`src/rtl/knt_pkg.sv`:
```
// Shared types and constants for the k-nomial tree neighbor lookup.
package knt_pkg;

   localparam int MAX_NODES = 1024;
   localparam int MAX_RADIX = 16;
   localparam int NODE_W    = 10;
   localparam int SIZE_W    = 11;
   localparam int RADIX_W   = 5;
   localparam int ORD_W     = 6;
   localparam int DIV_W     = 11;
   localparam int DCNT_W    = $clog2(DIV_W + 1);

   // Configuration register indexes
   localparam logic CSR_NODE_CNT = 1'b0;
   localparam logic CSR_RADIX    = 1'b1;

   // Which quotient the shared divider computes
   typedef enum logic [1:0] {
      DIV_DIST   = 2'd0,
      DIV_GROUP  = 2'd1,
      DIV_QCHILD = 2'd2
   } div_sel_type;

   typedef enum logic [3:0] {
      ST_IDLE      = 4'd0,
      ST_PAR_CHK   = 4'd1,
      ST_PAR_DIST  = 4'd2,
      ST_PAR_GRP0  = 4'd3,
      ST_PAR_GRP   = 4'd4,
      ST_CH_CHK    = 4'd5,
      ST_CH_DIST   = 4'd6,
      ST_CH_Q0     = 4'd7,
      ST_CH_Q      = 4'd8,
      ST_EMIT      = 4'd9,
      ST_EMIT_LEAF = 4'd10,
      ST_EMIT_BAD  = 4'd11
   } state_type;

   typedef struct packed {
      logic        ld_node;
      logic        div_start;
      div_sel_type div_sel;
      logic        ld_dist;
      logic        par_step;
      logic        ch_first;
      logic        emit_child;
      logic        emit_leaf;
      logic        emit_bad;
   } cmd_type;

   typedef struct packed {
      logic node_bad;
      logic at_node;
      logic w_le1;
      logic div_done;
      logic out_free;
      logic next_in_level;
      logic last_child;
   } status_type;

endpackage

```
`src/rtl/knomial_tree_node_neighbors.sv`:
```
// Top level of the k-nomial tree neighbor lookup.
//
//  channel | ports                              | contents (lowest bit first)
//  --------+------------------------------------+-------------------------------------------
//  request | req_tvalid/tready/tdata[15:0]      | node[9:0]
//  result  | rsp_tvalid/tready/tdata/tuser/tlast| tdata: parent, child, child_ordinal;
//          |                                    | tuser: is_root, has_child, bad_node
//  config  | csr_valid/ready/index/data[10:0]   | index 0 node count, index 1 radix
//
// One node at a time. Each interval level costs two divisions on the shared
// divider, for the parent walk and for each child level; then each child is
// emitted as its own result beat. Reset is synchronous, active high; the node
// count resets to 1, radix to 2. A stalled result holds the block in its emit
// state; the last result may wait in the output register while the next node
// is taken.
module knomial_tree_node_neighbors
   import knt_pkg::*;
(
   input  logic              clock,
   input  logic              reset,
   input  logic              req_tvalid,
   output logic              req_tready,
   input  logic [15:0]       req_tdata,   // node[9:0]
   output logic              rsp_tvalid,
   input  logic              rsp_tready,
   output logic [31:0]       rsp_tdata,   // parent[9:0], child[19:10], child_ordinal[25:20]
   output logic [2:0]        rsp_tuser,   // is_root[0], has_child[1], bad_node[2]
   output logic              rsp_tlast,
   input  logic              csr_valid,
   output logic              csr_ready,
   input  logic              csr_index,
   input  logic [SIZE_W-1:0] csr_data
);

   cmd_type    cmd;
   status_type sts;

   assign csr_ready = 1'b1;

   knt_ctrl u_ctrl (
      .clock      (clock),
      .reset      (reset),
      .req_tvalid (req_tvalid),
      .req_tready (req_tready),
      .sts        (sts),
      .cmd        (cmd)
   );

   knt_dp u_dp (
      .clock      (clock),
      .reset      (reset),
      .csr_we     (csr_valid && csr_ready),
      .csr_index  (csr_index),
      .csr_data   (csr_data),
      .node       (req_tdata[NODE_W-1:0]),
      .cmd        (cmd),
      .sts        (sts),
      .rsp_tvalid (rsp_tvalid),
      .rsp_tready (rsp_tready),
      .rsp_tdata  (rsp_tdata),
      .rsp_tuser  (rsp_tuser),
      .rsp_tlast  (rsp_tlast)
   );

   // a node beat keeps the block busy for at least the next cycle
   a_busy_after_accept: assert property (@(posedge clock) disable iff (reset)
      req_tvalid && req_tready |=> !req_tready)
      else $error("request taken while a node is in progress");

   // bad-node and childless results end the node
   a_bad_is_last: assert property (@(posedge clock) disable iff (reset)
      rsp_tvalid && rsp_tuser[2] |-> rsp_tlast && !rsp_tuser[1])
      else $error("bad-node result not final or carries a child");

   a_nochild_is_last: assert property (@(posedge clock) disable iff (reset)
      rsp_tvalid && !rsp_tuser[1] |-> rsp_tlast && rsp_tdata[25:10] == 16'd0)
      else $error("childless result not final or has child fields");

   // the root reports parent zero
   a_root_parent: assert property (@(posedge clock) disable iff (reset)
      rsp_tvalid && rsp_tuser[0] |-> rsp_tdata[9:0] == 10'd0)
      else $error("root result with nonzero parent");

endmodule

```
`src/rtl/knt_div.sv`:
```
// Restoring radix-2 divider, one quotient bit per cycle.
module knt_div
   import knt_pkg::*;
(
   input  logic             clock,
   input  logic             reset,
   input  logic             start,
   input  logic [DIV_W-1:0] dividend,
   input  logic [DIV_W-1:0] divisor,
   output logic [DIV_W-1:0] quotient,
   output logic             done
);

   logic              busy_ff;
   logic              done_ff;
   logic [DCNT_W-1:0] cnt_ff;
   logic [DIV_W-1:0]  quo_ff, quo_in;
   logic [DIV_W-1:0]  rem_ff, rem_in;
   logic [DIV_W-1:0]  dsr_ff;
   logic [DIV_W:0]    shifted;
   logic [DIV_W+1:0]  diff;

   // trial subtraction of the next partial remainder
   always_comb begin
      shifted = {rem_ff, quo_ff[DIV_W-1]};
      diff    = {1'b0, shifted} - {2'b00, dsr_ff};
      if (!diff[DIV_W+1]) begin
         rem_in = diff[DIV_W-1:0];
         quo_in = {quo_ff[DIV_W-2:0], 1'b1};
      end else begin
         rem_in = shifted[DIV_W-1:0];
         quo_in = {quo_ff[DIV_W-2:0], 1'b0};
      end
   end

   always_ff @(posedge clock) begin
      if (reset) begin
         busy_ff <= 1'b0;
         done_ff <= 1'b0;
         cnt_ff  <= '0;
      end else begin
         // one-cycle pulse as the last quotient bit lands
         done_ff <= busy_ff && !start && (cnt_ff == DCNT_W'(1));
         if (start) begin
            busy_ff <= 1'b1;
            cnt_ff  <= DCNT_W'(DIV_W);
         end else if (busy_ff) begin
            cnt_ff <= cnt_ff - 1'b1;
            if (cnt_ff == DCNT_W'(1))
               busy_ff <= 1'b0;
         end
      end
   end

   // operand and partial result registers
   always_ff @(posedge clock) begin
      if (start) begin
         quo_ff <= dividend;
         rem_ff <= '0;
         dsr_ff <= divisor;
      end else if (busy_ff) begin
         quo_ff <= quo_in;
         rem_ff <= rem_in;
      end
   end

   assign quotient = quo_ff;
   assign done     = done_ff;

endmodule

```
`src/rtl/knt_dp.sv`:
```
// Datapath: config registers, interval registers, divider and result register.
module knt_dp
   import knt_pkg::*;
(
   input  logic              clock,
   input  logic              reset,
   input  logic              csr_we,
   input  logic              csr_index,
   input  logic [SIZE_W-1:0] csr_data,
   input  logic [NODE_W-1:0] node,
   input  cmd_type           cmd,
   output status_type        sts,
   output logic              rsp_tvalid,
   input  logic              rsp_tready,
   output logic [31:0]       rsp_tdata,
   output logic [2:0]        rsp_tuser,
   output logic              rsp_tlast
);

   logic [SIZE_W-1:0]  node_cnt_ff;
   logic [RADIX_W-1:0] radix_ff;
   logic [NODE_W-1:0]  node_ff;
   logic [SIZE_W-1:0]  n_ff;
   logic [RADIX_W-1:0] k_ff;
   logic [SIZE_W-1:0]  left_ff, right_ff, dist_ff, c_ff;
   logic [NODE_W-1:0]  parent_ff;
   logic               root_ff;
   logic [ORD_W-1:0]   ord_ff;

   logic               out_valid_ff;
   logic [NODE_W-1:0]  o_parent_ff, o_child_ff;
   logic               o_root_ff, o_has_ff, o_last_ff, o_bad_ff;
   logic [ORD_W-1:0]   o_ord_ff;

   logic [SIZE_W-1:0]  n_in;
   logic [RADIX_W-1:0] k_in;
   logic [SIZE_W-1:0]  w, c_next;
   logic [DIV_W-1:0]   dvd, dsr, quo;
   logic               div_done;
   logic [2*DIV_W-1:0] prod_full;
   logic [SIZE_W:0]    prod, nr;
   logic               next_in_level, last_child, out_free, emit_any;

   // configuration registers
   always_ff @(posedge clock) begin
      if (reset) begin
         node_cnt_ff <= SIZE_W'(1);
         radix_ff    <= RADIX_W'(2);
      end else if (csr_we) begin
         case (csr_index)
            CSR_NODE_CNT: node_cnt_ff <= csr_data;
            CSR_RADIX:    radix_ff    <= csr_data[RADIX_W-1:0];
            default:      ;
         endcase
      end
   end

   // clamp size and radix into the supported range
   always_comb begin
      n_in = (node_cnt_ff > SIZE_W'(MAX_NODES)) ? SIZE_W'(MAX_NODES) : node_cnt_ff;
      if (radix_ff < RADIX_W'(2))
         k_in = RADIX_W'(2);
      else if (radix_ff > RADIX_W'(MAX_RADIX))
         k_in = RADIX_W'(MAX_RADIX);
      else
         k_in = radix_ff;
   end

   // divider operand selection
   assign w = right_ff - left_ff;
   always_comb begin
      dsr = dist_ff;
      case (cmd.div_sel)
         DIV_DIST: begin
            dvd = w + {{(SIZE_W-RADIX_W){1'b0}}, k_ff} - SIZE_W'(1);
            dsr = {{(SIZE_W-RADIX_W){1'b0}}, k_ff};
         end
         DIV_GROUP:  dvd = {1'b0, node_ff} - left_ff;
         DIV_QCHILD: dvd = w - SIZE_W'(1);
         default:    dvd = '0;
      endcase
   end

   knt_div u_div (
      .clock    (clock),
      .reset    (reset),
      .start    (cmd.div_start),
      .dividend (dvd),
      .divisor  (dsr),
      .quotient (quo),
      .done     (div_done)
   );

   // quotient times group width, bounded below 2^12
   assign prod_full     = quo * dist_ff;
   assign prod          = prod_full[SIZE_W:0];
   assign nr            = {1'b0, left_ff} + prod + {1'b0, dist_ff};
   assign c_next        = c_ff - dist_ff;
   assign next_in_level = c_next > left_ff;
   assign last_child    = (ord_ff == {ORD_W{1'b1}}) ||
                          (!next_in_level && dist_ff <= SIZE_W'(1));

   // interval walk registers
   always_ff @(posedge clock) begin
      if (cmd.ld_node) begin
         node_ff   <= node;
         n_ff      <= n_in;
         k_ff      <= k_in;
         left_ff   <= '0;
         right_ff  <= n_in;
         parent_ff <= '0;
         root_ff   <= 1'b1;
         ord_ff    <= '0;
      end
      if (cmd.ld_dist)
         dist_ff <= quo;
      if (cmd.par_step) begin
         parent_ff <= left_ff[NODE_W-1:0];
         root_ff   <= 1'b0;
         left_ff   <= left_ff + prod[SIZE_W-1:0];
         if (nr < {1'b0, right_ff})
            right_ff <= nr[SIZE_W-1:0];
      end
      if (cmd.ch_first)
         c_ff <= left_ff + prod[SIZE_W-1:0];
      if (cmd.emit_child && !last_child) begin
         ord_ff <= ord_ff + 1'b1;
         if (next_in_level)
            c_ff <= c_next;
         else
            right_ff <= left_ff + dist_ff;
      end
   end

   // result register, loaded while empty or being drained
   assign out_free = !out_valid_ff || rsp_tready;
   assign emit_any = cmd.emit_child || cmd.emit_leaf || cmd.emit_bad;

   always_ff @(posedge clock) begin
      if (reset)
         out_valid_ff <= 1'b0;
      else if (emit_any)
         out_valid_ff <= 1'b1;
      else if (rsp_tready)
         out_valid_ff <= 1'b0;
   end

   always_ff @(posedge clock) begin
      if (emit_any) begin
         o_parent_ff <= cmd.emit_bad ? '0 : parent_ff;
         o_root_ff   <= cmd.emit_bad ? 1'b0 : root_ff;
         o_child_ff  <= cmd.emit_child ? c_ff[NODE_W-1:0] : '0;
         o_has_ff    <= cmd.emit_child;
         o_ord_ff    <= cmd.emit_child ? ord_ff : '0;
         o_last_ff   <= cmd.emit_child ? last_child : 1'b1;
         o_bad_ff    <= cmd.emit_bad;
      end
   end

   // status back to the controller
   always_comb begin
      sts.node_bad      = {1'b0, node_ff} >= n_ff;
      sts.at_node       = {1'b0, node_ff} == left_ff;
      sts.w_le1         = w <= SIZE_W'(1);
      sts.div_done      = div_done;
      sts.out_free      = out_free;
      sts.next_in_level = next_in_level;
      sts.last_child    = last_child;
   end

   assign rsp_tvalid = out_valid_ff;
   assign rsp_tdata  = {6'b0, o_ord_ff, o_child_ff, o_parent_ff};
   assign rsp_tuser  = {o_bad_ff, o_has_ff, o_root_ff};
   assign rsp_tlast  = o_last_ff;

endmodule

```
`src/rtl/knt_ctrl.sv`:
```
// Controller: sequences the parent search, the child levels and the result beats.
module knt_ctrl
   import knt_pkg::*;
(
   input  logic       clock,
   input  logic       reset,
   input  logic       req_tvalid,
   output logic       req_tready,
   input  status_type sts,
   output cmd_type    cmd
);

   state_type state_ff, state_in;

   always_ff @(posedge clock) begin
      if (reset)
         state_ff <= ST_IDLE;
      else
         state_ff <= state_in;
   end

   always_comb begin
      state_in   = state_ff;
      cmd        = '0;
      cmd.div_sel = DIV_DIST;
      req_tready = 1'b0;
      case (state_ff)
         ST_IDLE: begin
            req_tready = 1'b1;
            if (req_tvalid) begin
               cmd.ld_node = 1'b1;
               state_in    = ST_PAR_CHK;
            end
         end
         // narrow the interval until it starts at the node
         ST_PAR_CHK: begin
            if (sts.node_bad)
               state_in = ST_EMIT_BAD;
            else if (sts.at_node)
               state_in = ST_CH_CHK;
            else begin
               cmd.div_start = 1'b1;
               cmd.div_sel   = DIV_DIST;
               state_in      = ST_PAR_DIST;
            end
         end
         ST_PAR_DIST: begin
            if (sts.div_done) begin
               cmd.ld_dist = 1'b1;
               state_in    = ST_PAR_GRP0;
            end
         end
         ST_PAR_GRP0: begin
            cmd.div_start = 1'b1;
            cmd.div_sel   = DIV_GROUP;
            state_in      = ST_PAR_GRP;
         end
         ST_PAR_GRP: begin
            if (sts.div_done) begin
               cmd.par_step = 1'b1;
               state_in     = ST_PAR_CHK;
            end
         end
         // split the node's own interval, one level at a time
         ST_CH_CHK: begin
            if (sts.w_le1)
               state_in = ST_EMIT_LEAF;
            else begin
               cmd.div_start = 1'b1;
               cmd.div_sel   = DIV_DIST;
               state_in      = ST_CH_DIST;
            end
         end
         ST_CH_DIST: begin
            if (sts.div_done) begin
               cmd.ld_dist = 1'b1;
               state_in    = ST_CH_Q0;
            end
         end
         ST_CH_Q0: begin
            cmd.div_start = 1'b1;
            cmd.div_sel   = DIV_QCHILD;
            state_in      = ST_CH_Q;
         end
         ST_CH_Q: begin
            if (sts.div_done) begin
               cmd.ch_first = 1'b1;
               state_in     = ST_EMIT;
            end
         end
         ST_EMIT: begin
            if (sts.out_free) begin
               cmd.emit_child = 1'b1;
               if (sts.last_child)
                  state_in = ST_IDLE;
               else if (!sts.next_in_level)
                  state_in = ST_CH_CHK;
            end
         end
         ST_EMIT_LEAF: begin
            if (sts.out_free) begin
               cmd.emit_leaf = 1'b1;
               state_in      = ST_IDLE;
            end
         end
         ST_EMIT_BAD: begin
            if (sts.out_free) begin
               cmd.emit_bad = 1'b1;
               state_in     = ST_IDLE;
            end
         end
         default: state_in = ST_IDLE;
      endcase
   end

endmodule

```
`config.mk`:
```
export PLATFORM = sky130hd
export DESIGN_NAME = knomial_tree_node_neighbors
export DESIGN_NICKNAME = d
export VERILOG_FILES = /design/src/rtl/knt_pkg.sv /design/src/rtl/knomial_tree_node_neighbors.sv /design/src/rtl/knt_div.sv /design/src/rtl/knt_dp.sv /design/src/rtl/knt_ctrl.sv
export SDC_FILE = /design/constraint.sdc
export NUM_CORES = 1
export LEC_CHECK = 0
export BUFFER_PORTS_ARGS = -buffer_cell sky130_fd_sc_hd__buf_2
export CAP_MARGIN = 20
export CORE_ASPECT_RATIO = 0.6
export CORE_MARGIN = 2
export CORE_UTILIZATION = 65
export CTS_CLUSTER_SIZE = 16
export DETAILED_ROUTE_END_ITERATION = 16
export GPL_TIMING_DRIVEN = 0
export PLACE_DENSITY = 0.82
export SLEW_MARGIN = 10
export SYNTH_ARGS = -nofsm -noshare
export SYNTH_HDL_FRONTEND = slang
export SYNTH_SLANG_ARGS = --single-unit
```
`constraint.sdc`:
```
create_clock -name clock -period 17.2 [get_ports clock]
set_input_delay 0 -clock clock [delete_from_list [all_inputs] [get_ports clock]]
set_output_delay 0 -clock clock [all_outputs]
set_load 0.03 [all_outputs]
```
Yosys cells after proc, flatten, opt, wreduce, memory -nomap -nowiden
Cells that the tools add are included.
{"block": "classes", "n_addsub": 13, "n_mul": 1, "n_lt_le_gt_ge": 8, "n_eq_ne": 24, "mux": 57, "bitwise_logic": 1, "reduce_logical": 25}
{"cell": "two-way mux 11 bit", "count": 14}
{"cell": "two-way mux 4 bit", "count": 13}
{"cell": "case mux 4 bit (11 select lines)", "count": 1}
{"cell": "case mux 11 bit (3 select lines)", "count": 1}
{"cell": "adder 11 bit", "count": 2}
{"cell": "less-or-equal comparator 11 x 1 -> 1 bit, second input constant", "count": 2}
{"cell": "subtractor 11 x 1 -> 11 bit, second input constant", "count": 2}
{"cell": "subtractor 11 bit", "count": 2}
{"cell": "two-way mux 10 bit", "count": 2}
{"cell": "two-way mux 1 bit", "count": 17}
{"cell": "== test 4 x 3 -> 1 bit, second input constant", "count": 4}
{"cell": "== test 4 bit, second input constant", "count": 4}
{"cell": "subtractor 12 x 11 -> 13 bit", "count": 1}
{"cell": "adder 11 x 12 -> 12 bit", "count": 1}
{"cell": "adder 12 x 11 -> 12 bit", "count": 1}
{"cell": "less-than comparator 12 x 11 -> 1 bit", "count": 1}
{"cell": "multiplier 11 x 11 -> 12 bit", "count": 1}
{"cell": "two-way mux 3 bit", "count": 4}
{"cell": "two-way mux 6 bit", "count": 2}
{"cell": "inequality test 2 x 1 -> 1 bit, second input constant", "count": 6}
{"cell": "case mux 3 bit (4 select lines)", "count": 1}
{"cell": "adder 11 x 5 -> 11 bit", "count": 1}
{"cell": "== test 10 x 11 -> 1 bit", "count": 1}
{"cell": ">= comparator 10 x 11 -> 1 bit", "count": 1}
{"cell": "other kinds (25)", "count": 44}
{"block": "word_totals", "ff_bits": 177, "in_bits": 33, "elab_cells": 159}

Depth between registers and ports, before layout
{"block": "logic_depth", "ltp_word": 8, "depth_mapped": 31, "depth_no_buf": 29}

Cells and area by module
A second synthesis with hierarchy kept.
{"block": "unflattened", "cells_unflattened": 1560, "area_unflattened_um2": 14569.0}
{"mod": "knt_dp", "n_inst": 1, "cells_per_inst": 1299, "area_each_um2": 12022.8, "seq_area_each_um2": 3623.5}
{"mod": "knt_div", "n_inst": 1, "cells_per_inst": 192, "area_each_um2": 2044.5, "seq_area_each_um2": 1001.0}
{"mod": "knt_ctrl", "n_inst": 1, "cells_per_inst": 67, "area_each_um2": 490.5, "seq_area_each_um2": 80.1}
{"mod": "knomial_tree_node_neighbors", "n_inst": 1, "cells_per_inst": 2, "area_each_um2": 11.3, "seq_area_each_um2": 0.0}

Worst setup path after synthesis
Ideal clock, no wire load.
{"block": "synth_timing", "path_kind": "register to register", "start": "register u_dp.u_div.quo_ff[1] (netlist: u_dp.u_div.quotient[1])", "end": "register u_dp.right_ff[1]", "setup_ns": 0.131, "arrival_ns": 6.515, "required_time_ns": 17.069, "setup_slack_ns": 10.554, "path_stages_with_launch": 27, "period_less_slack_ns": 6.646, "path_cell_list": "edfxtp_1 > buf_1 > and2_1 > fa_1 > ha_1 > fa_1 > inv_1 > fa_1 > fa_1 > inv_1 > ha_1 > a21oi_1 > xnor2_1 > inv_1 > fa_1 > inv_1 > ha_1 > a2111o_1 > a31o_2 > a21o_1 > xor2_1 > ha_1 > o2111ai_1 > o2111ai_1 > buf_4 > mux2i_1 > mux2i_1"}
{"block": "synth_via", "elab_chain_cells": 8}
{"item": "start: declaration", "line_no": "knt_div.sv:17", "rtl": "logic [DIV_W-1:0] quo_ff, quo_in;"}
{"item": "start signal: assignment", "line_no": "knt_div.sv:58", "rtl": "quo_ff <= dividend;"}
{"item": "start signal: assignment", "line_no": "knt_div.sv:62", "rtl": "quo_ff <= quo_in;"}
{"item": "multiplier 11 x 11 -> 12 bit (*)", "line_no": "knt_dp.sv:95", "rtl": "assign prod_full = quo * dist_ff;"}
{"item": "adder 11 x 12 -> 12 bit (*)", "line_no": "knt_dp.sv:97", "rtl": "assign nr = {1'b0, left_ff} + prod + {1'b0, dist_ff};"}
{"item": "adder 12 x 11 -> 12 bit (*)", "line_no": "knt_dp.sv:97"}
{"item": "less-than comparator 12 x 11 -> 1 bit", "line_no": "knt_dp.sv:121", "rtl": "if (nr < {1'b0, right_ff})"}
{"item": "two-way mux 11 bit (*)", "line_no": "knt_dp.sv:121"}
{"item": "two-way mux 11 bit (*)", "line_no": "knt_dp.sv:117", "rtl": "if (cmd.par_step) begin"}
{"item": "two-way mux 11 bit", "line_no": "knt_dp.sv:128", "rtl": "if (next_in_level)"}
{"item": "two-way mux 11 bit (*)", "line_no": "knt_dp.sv:126", "rtl": "if (cmd.emit_child && !last_child) begin"}
{"item": "end signal: assignment", "line_no": "knt_dp.sv:110", "rtl": "right_ff <= n_in;"}
{"item": "end signal: assignment", "line_no": "knt_dp.sv:122", "rtl": "right_ff <= nr[SIZE_W-1:0];"}
{"item": "end signal: assignment", "line_no": "knt_dp.sv:131", "rtl": "right_ff <= left_ff + dist_ff;"}
{"item": "end: declaration", "line_no": "knt_dp.sv:25", "rtl": "logic [SIZE_W-1:0] left_ff, right_ff, dist_ff, c_ff;"}
Every way passes the cells marked *; elsewhere a longest branch is shown, timed or not.
A chain may end at the register's enable or synchronous reset.

Final worst setup path
{"block": "layout_timing", "start": "register u_dp.dist_ff[3]", "end": "register u_dp.right_ff[5]"}
{"block": "layout_via", "elab_chain_cells": 8, "elab_cells_between_ends": 17}
{"item": "start: declaration", "line_no": "knt_dp.sv:25"}
{"item": "start signal: assignment", "line_no": "knt_dp.sv:116", "rtl": "dist_ff <= quo;"}
{"item": "multiplier 11 x 11 -> 12 bit or subtractor 11 bit (tied branches)", "line_no": "knt_dp.sv:95, knt_dp.sv:98"}
{"item": "adder 11 x 12 -> 12 bit or greater-than comparator 11 bit (tied branches)", "line_no": "knt_dp.sv:97, knt_dp.sv:99"}
{"item": "adder 12 x 11 -> 12 bit or zero test 1 bit (tied branches)", "line_no": "knt_dp.sv:97, knt_dp.sv:101"}
{"item": "less-than comparator 12 x 11 -> 1 bit or logical AND 1 bit (tied branches)", "line_no": "knt_dp.sv:121, knt_dp.sv:101"}
{"item": "two-way mux 11 bit or logical OR 1 bit (tied branches)", "line_no": "knt_dp.sv:121, knt_dp.sv:100"}
{"item": "two-way mux 11 bit or zero test 1 bit (tied branches)", "line_no": "knt_dp.sv:117, knt_dp.sv:126"}
{"item": "two-way mux 11 bit or logical AND 1 bit (tied branches)", "line_no": "knt_dp.sv:128, knt_dp.sv:126"}
{"item": "two-way mux 11 bit (*)", "line_no": "knt_dp.sv:126"}
Marked as above.

==> impl_metrics.yaml <==
synth:
  synth_fa_ha_area_share_pct: 21.9
  synth_ff_type: "edfxtp_1"
  synth-xor-area-share_pct: 6.59
  synth_edf_count: 116
  synth_area_leaders: "edfxtp_1 25%, ha_1 14%, dfxtp_1 8.7%"
  synth_commonest_cells: "191 x inv_1, 156 x ha_1, 133 x nand2_1"
  synth_seq_cells: 177
  syn_area_um2: 14100
  yosysWarnings: 0
  synthCells: 1516
  yosys.area_share.simple_pct: 15.6
  yosysUniqueCellTypes: 66
  synth_top_family_by_area: "adder cells"
  yosysTopAreaCell: "edfxtp_1"
  ys_seq_area_share_pct: 33.4
  synthMuxAreaShare_pct: 1.89
  async_reset_ff_share_pct: 0
  synth_area_per_cell_um2: 9.30
  yosys.cell_count.top_type: "inv_1"
  synth_top_area_share_pct: 24.7
  synth_compound_area_share_pct: 13.5
sta:
  min_period_over_period_pct: 44.6
  tns_ns: 0
  worst_pin_slew_ns: 1.04
  timing.fmax_mhz: 130
  rsz0062_at_grt: "no"
  final_max_slew_viol_count: 0
  max_slew_margin_pct: 30.5
  clock_skew_ns: 0.0189
  setup_viol: 0
  fin_crit_ns: 7.68
  hold_viol_final: 0
floorplanning:
  start_util_pct: 66.7
  placement_rows: 41
  fp.dieH_um: 118
  core_um2: 21100
  design.die.area_um2: 22900
  io_pins: 72
  die_x_um: 194
status:
  outcome: "finished, final reports clean"
worst_setup_path:
  cp.arrival_ns: 7.98
  cp_max_fo: 10
  setup.worst_path.start_class: "flip-flop"
  crit_path_end_kind: "flip-flop"
  crit_required_ns: 17.50
  path_class: "reg -> reg"
clock_network:
  clkSinkCount: 177
  htreeDepth: 4
  cts_buffers: 17
  cts_setup_buffers: 0
  cts_root_buffer: "clkbuf_16"
  cts_tree: "built"
  clkTransAtPathRegs_ns: 0.07
  cts_buffer_depth: 2
  clock_latency_ns: 0.45
global_routing:
  grt_pass1_wl_mm: 58.9
  grtUsageTotal_pct: 33.1
  grt_max_degree: 36
  gr-total-overflow: 0
  antenna_found_initial: 2
  grt_pass1_vias: 11100
routing:
  wl_per_cell_um: 19.6
  routed_wl_mm: 37.6
  dr.pass1.iters: 7
  ant_nets: 0
  via_count: 11500
  first_iter_violations: 1194
  via_per_inst: 5.99
  drc: 0
layout:
  nets: 1871
  antenna_cells: 0
  syn_to_final_growth_pct: 11.1
  finalInstanceArea_um2: 15700
  layout-drive-gt1-share_pct: 8.06
placement:
  io_buffers: 57
  placed_area_um2: 14800
  routabilityCongestion: 0.973
  dp_hpwl_mm: 28.9
job:
  drv_cap: 0
hold_path:
  min_path_type: "in -> reg"
-- layout by cell type (no fill, tap or decap), drive strengths merged, types with 5 or more instances in the layout --
cell and n:
o211ai 8, o21bai 5, conb 7, o21a 15, dlygate4sd3 28, or3 8
xor2 38, clkbuf 51, xnor2 63, o21ai 73, nand2b 11, a21oi 92
edfxtp 116, nand3 16, mux2 5, clkinv 5, nand2 133, nand4 9
inv 197, nor2 124, fa 57, and2 63, dfxtp 61, nor2b 39
o41ai 9, mux2i 21, and3 6, buf 79, a211oi 16, a31oi 6
nor4 7, a21o 29, o22ai 9, nor3 23, ha 156
-- cells by family after synthesis --
logic type	Yosys count
AO/OA/AOI/OAI	293
XOR/XNOR	103
adder cells (fa/ha/maj)	213
buffers and inverters	247
flip-flops	177
multiplexers	26
other	2
AND/OR/NAND/NOR	455
-- flip-flops by register name, indices dropped and copies added (netlist names), 4 cells and up --
name,cells
u_ctrl.state_ff,4
u_dp.c_ff,11
u_dp.dist_ff,11
u_dp.k_ff,5
u_dp.left_ff,11
u_dp.n_ff,11
u_dp.node_cnt_ff,11
u_dp.node_ff,10
u_dp.o_child_ff,10
u_dp.o_ord_ff,6
u_dp.o_parent_ff,10
u_dp.ord_ff,6
u_dp.parent_ff,10
u_dp.radix_ff,5
u_dp.right_ff,11
u_dp.u_div.cnt_ff,4
u_dp.u_div.dsr_ff,11
u_dp.u_div.quotient,11
u_dp.u_div.rem_ff,11
-- stage by stage --
stage	utilization, %	setup WS [ns]	hold slack [ns]	cells
after floorplan	-	10.55	0.0989	1521
after global placement	69.8	9.72	0.178	1857
after detailed placement	69.9	9.66	0.180	1857
after CTS	74.1	9.62	0.172	1917
after global routing	74.1	9.16	0.197	1917
final	74.1	9.52	0.187	1917
-- area by class of cell --
cell class	instances	area, µm²
Multi-Input combinational cell	1097	8420
Fill cell	1520	5460
Sequential cell	177	4700
Inverter	191	717
Timing Repair Buffer	85	566
Clock buffer	17	425
Tap cell	279	349
Buffer	56	292
Clock inverter	15	198
-- layer usage --
layer	share of wire [%]	wire (µm)	vias up	GRT usage, %
li1	-	-	5366	-
met1	45	16800	5474	48.2
met2	42	15900	575	48.7
met3	11	4140	72	9.11
met4	2.0	745	4	8.52
met5	0.069	26	-	0
-- worst paths after layout --
kind,slack [ns],end,from,cells after the start
setup reg to reg,9.52,u_dp.right_ff[5],u_dp.dist_ff[3],26
setup / recovery,9.52,u_dp.right_ff[5],u_dp.dist_ff[3],26
hold / removal,0.19,u_dp.node_cnt_ff[0],reset,2
hold reg to reg,0.44,u_dp.dist_ff[4],u_dp.u_div.quotient[4],0
-- worst max-delay path: stages (launching register included) --
cell and delay, ns:
edfxtp_1 0.41, clkbuf_1 0.52, nand2_1 0.16, fa_1 0.50, fa_1 0.53, inv_1 0.05
ha_1 0.30, fa_1 0.53, inv_1 0.05, fa_1 0.54, inv_1 0.04, ha_1 0.32
xnor2_1 0.27, inv_1 0.09, fa_1 0.49, inv_1 0.05, ha_1 0.26, a2111o_1 0.40
a31o_2 0.24, a21o_1 0.18, xor2_1 0.35, ha_1 0.22, o2111ai_1 0.11, o2111ai_1 0.32
buf_4 0.29, mux2i_1 0.23, o21ai_1 0.09
-- what timing repair did --
| action | 4_1_cts | 5_1_grt |
|---|---|---|
| gates resized for setup | 0 | 0 |
| hold endpoints to repair | 28 | 0 |
| hold buffers | 28 | 0 |
Power is left out: the tool's default activity adds up to more than one toggle a clock period on the data nets, which glitch-free logic cannot reach.
